--- src/rtl/csfr_pkg.sv ---
`timescale 1ns / 1ps

package csfr_pkg;

   // frame layout
   localparam logic [7:0] START_BYTE  = 8'h24;
   localparam int         SUM_BYTES   = 8;
   localparam int         INDEX_W     = 4;
   localparam int         SLOT_W      = 3;
   localparam logic [INDEX_W-1:0] CHECK_INDEX = 4'd8;

   // one decoded setpoint frame
   typedef struct packed {
      logic [15:0] set_current;
      logic [15:0] set_voltage;
      logic [15:0] arc_voltage;
      logic [7:0]  weld_status;
      logic [7:0]  weld_mode;
   } csfr_result_type;

   // result handed from the parser to the output buffer
   typedef struct packed {
      logic            valid;
      csfr_result_type data;
   } csfr_push_type;

endpackage

--- src/rtl/csfr_parser.sv ---
`timescale 1ns / 1ps

module csfr_parser (
   input  logic                   clock,
   input  logic                   reset,
   input  logic                   in_accept,
   input  logic [7:0]             in_byte,
   output csfr_pkg::csfr_push_type push
);
   import csfr_pkg::*;

   logic                   in_frame_ff, in_frame_in;
   logic [INDEX_W-1:0]     index_ff, index_in;
   logic [7:0]             sum_ff, sum_in;
   logic [7:0]             store_ff [SUM_BYTES];
   logic                   store_we;
   logic                   match;

   // frame sequencing
   always_comb begin
      in_frame_in = in_frame_ff;
      index_in    = index_ff;
      sum_in      = sum_ff;
      store_we    = 1'b0;
      match       = 1'b0;
      if (in_accept) begin
         if (!in_frame_ff) begin
            if (in_byte == START_BYTE) begin
               in_frame_in = 1'b1;
               index_in    = '0;
               sum_in      = '0;
            end
         end else if (!index_ff[INDEX_W-1]) begin
            // payload byte: store and add
            store_we = 1'b1;
            sum_in   = sum_ff + in_byte;
            index_in = index_ff + 1'b1;
         end else begin
            // checksum byte closes the frame either way
            match       = (index_ff == CHECK_INDEX) && (in_byte == sum_ff);
            in_frame_in = 1'b0;
            index_in    = '0;
            sum_in      = '0;
         end
      end
   end

   always_ff @(posedge clock) begin
      if (reset) begin
         in_frame_ff <= 1'b0;
         index_ff    <= '0;
         sum_ff      <= '0;
      end else begin
         in_frame_ff <= in_frame_in;
         index_ff    <= index_in;
         sum_ff      <= sum_in;
      end
   end

   // payload bytes, no reset needed
   always_ff @(posedge clock) begin
      if (store_we) begin
         store_ff[index_ff[SLOT_W-1:0]] <= in_byte;
      end
   end

   // little-endian words from the stored payload
   always_comb begin
      push.valid            = match;
      push.data.set_current = {store_ff[1], store_ff[0]};
      push.data.set_voltage = {store_ff[3], store_ff[2]};
      push.data.arc_voltage = {store_ff[5], store_ff[4]};
      push.data.weld_status = store_ff[6];
      push.data.weld_mode   = store_ff[7];
   end

endmodule

--- src/rtl/csfr_out_buffer.sv ---
`timescale 1ns / 1ps

module csfr_out_buffer (
   input  logic                     clock,
   input  logic                     reset,
   input  csfr_pkg::csfr_push_type  push,
   input  logic                     out_stall,
   output logic                     out_valid,
   output csfr_pkg::csfr_result_type out_data,
   output logic                     full
);
   import csfr_pkg::*;

   logic            main_valid_ff, main_valid_in;
   logic            skid_valid_ff, skid_valid_in;
   csfr_result_type main_ff, main_in;
   csfr_result_type skid_ff, skid_in;
   logic            pop;

   assign pop = main_valid_ff && !out_stall;

   // two-entry output buffer: main register plus skid
   always_comb begin
      main_valid_in = main_valid_ff;
      skid_valid_in = skid_valid_ff;
      main_in       = main_ff;
      skid_in       = skid_ff;
      if (!main_valid_ff || pop) begin
         if (skid_valid_ff) begin
            main_valid_in = 1'b1;
            main_in       = skid_ff;
            skid_valid_in = push.valid;
            skid_in       = push.data;
         end else begin
            main_valid_in = push.valid;
            main_in       = push.data;
         end
      end else if (push.valid) begin
         skid_valid_in = 1'b1;
         skid_in       = push.data;
      end
   end

   always_ff @(posedge clock) begin
      if (reset) begin
         main_valid_ff <= 1'b0;
         skid_valid_ff <= 1'b0;
      end else begin
         main_valid_ff <= main_valid_in;
         skid_valid_ff <= skid_valid_in;
      end
   end

   always_ff @(posedge clock) begin
      main_ff <= main_in;
      skid_ff <= skid_in;
   end

   assign out_valid = main_valid_ff;
   assign out_data  = main_ff;
   assign full      = skid_valid_ff;

endmodule

--- src/rtl/checksummed_setpoint_frame_receiver_unit.sv ---
`timescale 1ns / 1ps
// The checksum byte's transfer writes the result into the output buffer's main register, or its skid while one waits.
// Throughput: one byte per cycle while req_stall is low; a frame of ten bytes yields at most one result.
// req_stall rises only when two results wait in the output buffer.
// Synchronous reset closes any open frame, clears the sum and empties the buffer.

module checksummed_setpoint_frame_receiver_unit (
   input  logic        clock,
   input  logic        reset,
   input  logic        req_valid,
   output logic        req_stall,
   input  logic [7:0]  req_rx_byte,
   output logic        rsp_valid,
   input  logic        rsp_stall,
   output logic [15:0] rsp_set_current,
   output logic [15:0] rsp_set_voltage,
   output logic [15:0] rsp_arc_voltage,
   output logic [7:0]  rsp_weld_status,
   output logic [7:0]  rsp_weld_mode
);
   import csfr_pkg::*;

   logic            in_accept;
   logic            buf_full;
   csfr_push_type   push;
   csfr_result_type rsp_data;

   assign req_stall = buf_full;
   assign in_accept = req_valid && !req_stall;

   // frame parser
   csfr_parser u_parser (
      .clock     (clock),
      .reset     (reset),
      .in_accept (in_accept),
      .in_byte   (req_rx_byte),
      .push      (push)
   );

   // result buffer
   csfr_out_buffer u_out_buffer (
      .clock     (clock),
      .reset     (reset),
      .push      (push),
      .out_stall (rsp_stall),
      .out_valid (rsp_valid),
      .out_data  (rsp_data),
      .full      (buf_full)
   );

   assign rsp_set_current = rsp_data.set_current;
   assign rsp_set_voltage = rsp_data.set_voltage;
   assign rsp_arc_voltage = rsp_data.arc_voltage;
   assign rsp_weld_status = rsp_data.weld_status;
   assign rsp_weld_mode   = rsp_data.weld_mode;

endmodule

--- config.mk ---
export PLATFORM = sky130hd
export DESIGN_NAME = checksummed_setpoint_frame_receiver_unit
export DESIGN_NICKNAME = d
export VERILOG_FILES = /design/src/rtl/csfr_pkg.sv /design/src/rtl/csfr_parser.sv /design/src/rtl/csfr_out_buffer.sv /design/src/rtl/checksummed_setpoint_frame_receiver_unit.sv
export SDC_FILE = /design/constraint.sdc
export NUM_CORES = 1
export LEC_CHECK = 0
export BUFFER_PORTS_ARGS = -buffer_cell sky130_fd_sc_hd__clkbuf_2
export CAP_MARGIN = 20
export CORE_AREA = 8 8 147 149
export DETAILED_ROUTE_END_ITERATION = 8
export DIE_AREA = 0 0 155 157
export GPL_ROUTABILITY_DRIVEN = 0
export PLACE_DENSITY_LB_ADDON = 0.05
export SYNTH_ARGS = -nofsm -noshare
export SYNTH_HDL_FRONTEND = slang
export SYNTH_SLANG_ARGS = --single-unit
--- constraint.sdc ---
create_clock -name clock -period 10.4 [get_ports clock]
set_input_delay 1.04 -clock clock [delete_from_list [all_inputs] [get_ports clock]]
set_output_delay 1.04 -clock clock [all_outputs]
set_load 0.005 [all_outputs]
==> impl_metrics.py <==
metrics = {
    "global_route": {
        "top_usage_layer": "met2",
        "gr-usage-all-layers": 0.118,
        "gr-usage-met3": 0.0271,
        "antenna_found_initial": 0,
        "grt_use_met2": 0.194,
        "grt_max_degree": 70,
        "grt_overflow_total": 0,
        "grt_pass1_vias": 3851,
        "grt_pass1_wl_um": 22300,
        "met1_usage": 0.152,
    },
    "detailed_routing": {
        "wire_per_inst_um": 18.8,
        "via_per_inst": 4.74,
        "drc_errors": 0,
        "dr.pass1.iters": 4,
        "drt_iter0_drc": 170,
        "ant_nets": 0,
        "vias": 3611,
        "drt_wl_total_um": 14400,
    },
    "synthesis": {
        "netlist.top_cell.by_area": "edfxtp_1",
        "synth_area_per_cell_um2": 19.3,
        "synthArstFlopShare": 0,
        "synthFlopType": "edfxtp_1",
        "synth.distinct_cells": 36,
        "netlist.area_leader.share": 0.766,
        "ys_seq_area_frac": 0.806,
        "synth-edff-count": 192,
        "synth_area_leaders": "edfxtp_1 77%, mux2_2 9.6%, dfxtp_1 4.0%",
        "yosys_register_bits": 207,
        "synth_nets": 411,
        "ys_warn_count": 0,
        "netlist_area_um2": 7520,
        "syn-instance-count": 389,
    },
    "critical_path": {
        "critical_path_buf_inv_count": 2,
        "crit_type": "primary input to register",
        "crit_family": "buffers and inverters",
        "crit_slowest_cell": "buf_4",
        "start_kind": "primary input",
        "cp_data_required_time_ns": 10.51,
        "cp-end-kind": "register",
        "crit_chain": "clkbuf_2, ha_1, nor4_1, nand4_1, nor3_1, a21o_2, buf_4",
        "slowest_delay_ns": 0.63,
        "crit_fanout": 64,
        "arrival_ns": 3.24,
    },
    "timing": {
        "fin_crit_sh": 0.301,
        "slew_headroom": 0.340,
        "fin_skew_ns": 0.0129,
        "fmax_ghz": 0.320,
        "drv_slew": 0,
        "min_period_ns": 3.13,
        "rsz0062_at_grt": "no",
        "worst_pin_slew_ns": 0.990,
        "tns_ns": 0,
        "hold_viol": 0,
        "setup_viol": 0,
        "worst_slack_ns": 7.27,
    },
    "finish": {
        "multiInputGateArea_um2": 1410,
        "fill_cells": 1660,
        "fin_util": 0.466,
        "fin_nets": 504,
        "regArea_um2": 6070,
        "final_area_um2": 8950,
        "syn_to_final_growth_pct": 19.0,
        "antenna_cells": 0,
        "drive_gt1_frac": 0.356,
    },
    "pwr": {
        "seqPwrFrac": 0.531,
        "combPwrFrac": 0.010,
        "irDropWorstVdd_mv": 0.0895,
        "power_leakage_nw": 3.14,
        "swShare": 0.185,
        "power.density_nw_per_um2": 189,
        "power.internal_w": 0.00138,
        "p_clk_frac": 0.460,
        "power.switching_w": 0.000313,
    },
    "floorplanning": {
        "die_area_um2": 24300,
        "die_w_um": 155,
        "io_pins": 78,
        "core-area_um2": 19200,
        "fp-row-count": 51,
        "die_height_um": 157,
        "initial_core_util": 0.392,
    },
    "clocking": {
        "cts_resized": 0,
        "clock-root-buffer": "clkbuf_16",
        "cts.sinks": 207,
        "cts_tree": "yes",
        "cts_buffers": 22,
        "clk-insertion-delay-late_ns": 0.49,
        "path_clk_slew_ns": 0.06,
        "h-tree-depth": 1,
        "clk_path_buf_depth": 3,
        "ctsHoldBuffers": 0,
        "cts_setup_buffers": 0,
    },
    "place": {
        "placed_area_um2": 8230,
        "pre_cts_slack_ns": 6.75,
        "io_buffers": 77,
        "hpwlAfterDp_um": 8640,
    },
    "job": {
        "cap_violations": 0,
    },
    "hold_path": {
        "hp-class": "register to register",
    },
    "status": {
        "outcome": "completed",
    },
}
cell usage in the layout (no fill, tap or decap), types with 3 or more instances in the layout:
| cell | count |
|---|---|
| bufinv_16 | 3 |
| ha_1 | 9 |
| a22oi_1 | 6 |
| nand2b_1 | 4 |
| mux2_2 | 64 |
| dfxtp_1 | 14 |
| nand2_1 | 10 |
| nor2_1 | 16 |
| o21ai_0 | 3 |
| clkbuf_16 | 23 |
| o211ai_1 | 3 |
| a211oi_1 | 3 |
| clkbuf_2 | 77 |
| clkbuf_1 | 6 |
| inv_1 | 4 |
| buf_4 | 3 |
| clkinv_1 | 4 |
| edfxtp_1 | 192 |
| a21o_1 | 3 |
| nor3_1 | 5 |
| xnor2_1 | 4 |
| a21oi_1 | 12 |
cell type report:
class,instances,share of cell area
repair buffers,80,0.0456
clock buffers,29,0.0668
multi-input cells,167,0.157
inverters,4,0.00168
well taps,265,0.0370
clock inverters,10,0.0138
flip-flops and latches,207,0.678
layer usage:
layer  up-vias  wire length (um)  share of wire
li1       1711                 -              -
met1      1804              6520           0.45
met2        71              6780           0.47
met3        25               699          0.049
met4         0               350          0.024
met5         -                 0              0
power by group through the flow:
stage | sequential (W) | clock [W] | combinational (W)
floorplan | 0.000918 | 0 | 0.00000600
global placement | 0.000917 | 0 | 0.0000165
detailed placement | 0.000917 | 0 | 0.0000173
CTS | 0.000900 | 0.000802 | 0.0000172
global route | 0.000899 | 0.000832 | 0.0000185
finish | 0.000900 | 0.000779 | 0.0000165
cells by family (layout without fill, tap and decap cells):
family / count (synthesis) / in the layout / share of synthesized area
adders and majority gates: 10 / 10 / 0.0176
xor gates and xnor gates: 5 / 5 / 0.00582
AOI/OAI and AO/OA: 33 / 33 / 0.0279
buffers and inverters: 15 / 123 / 0.00765
and+or+nand+nor: 53 / 53 / 0.0361
DFF: 207 / 207 / 0.806
muxes: 66 / 66 / 0.0985
state kept, by name, summed over array words and instances (netlist names):
| signal | count |
|---|---|
| u_out_buffer.out_valid | 1 |
| u_out_buffer.skid_ff | 64 |
| u_out_buffer.out_data | 64 |
| u_parser.store_ff | 64 |
| u_parser.sum_ff | 8 |
| u_out_buffer.full | 1 |
| u_parser.in_frame_ff | 1 |
| u_parser.index_ff | 4 |
worst paths after layout:
kind	startpoint	to	slack, ns	depth (start not counted)
worst max-delay path	req_rx_byte[3]	u_out_buffer.skid_ff[3]	7.27	7
worst min-delay path	u_parser.store_ff[5][7]	u_out_buffer.skid_ff[31]	0.44	0
worst max register to register	u_out_buffer.full	u_parser.store_ff[2][1]	7.66	4
worst min register to register	u_parser.store_ff[5][7]	u_out_buffer.skid_ff[31]	0.44	0
through the flow:
step                std cells  total power (W)  hold slack (ns)
CTS                       762          0.00172            0.444
global route              762          0.00175            0.458
global placement          723         0.000934            0.432
finish                    762          0.00170            0.442
floorplan                 389         0.000924            0.422
detailed placement        723         0.000935            0.434
cells in the mapped netlist, types with 3 or more instances:
cell type  instances
nor3_1             5
dfxtp_1           15
nor2_1            16
nand2b_1           4
inv_1              4
a21o_1             4
edfxtp_1         192
nand2_1           11
buf_1              6
o21ai_0            3
o211ai_1           3
clkbuf_1           4
a211oi_1           3
a22oi_1            6
mux2_2            64
a21oi_1           12
xnor2_1            4
ha_1               9
No activity file was read; power rests on OpenSTA's default activity.
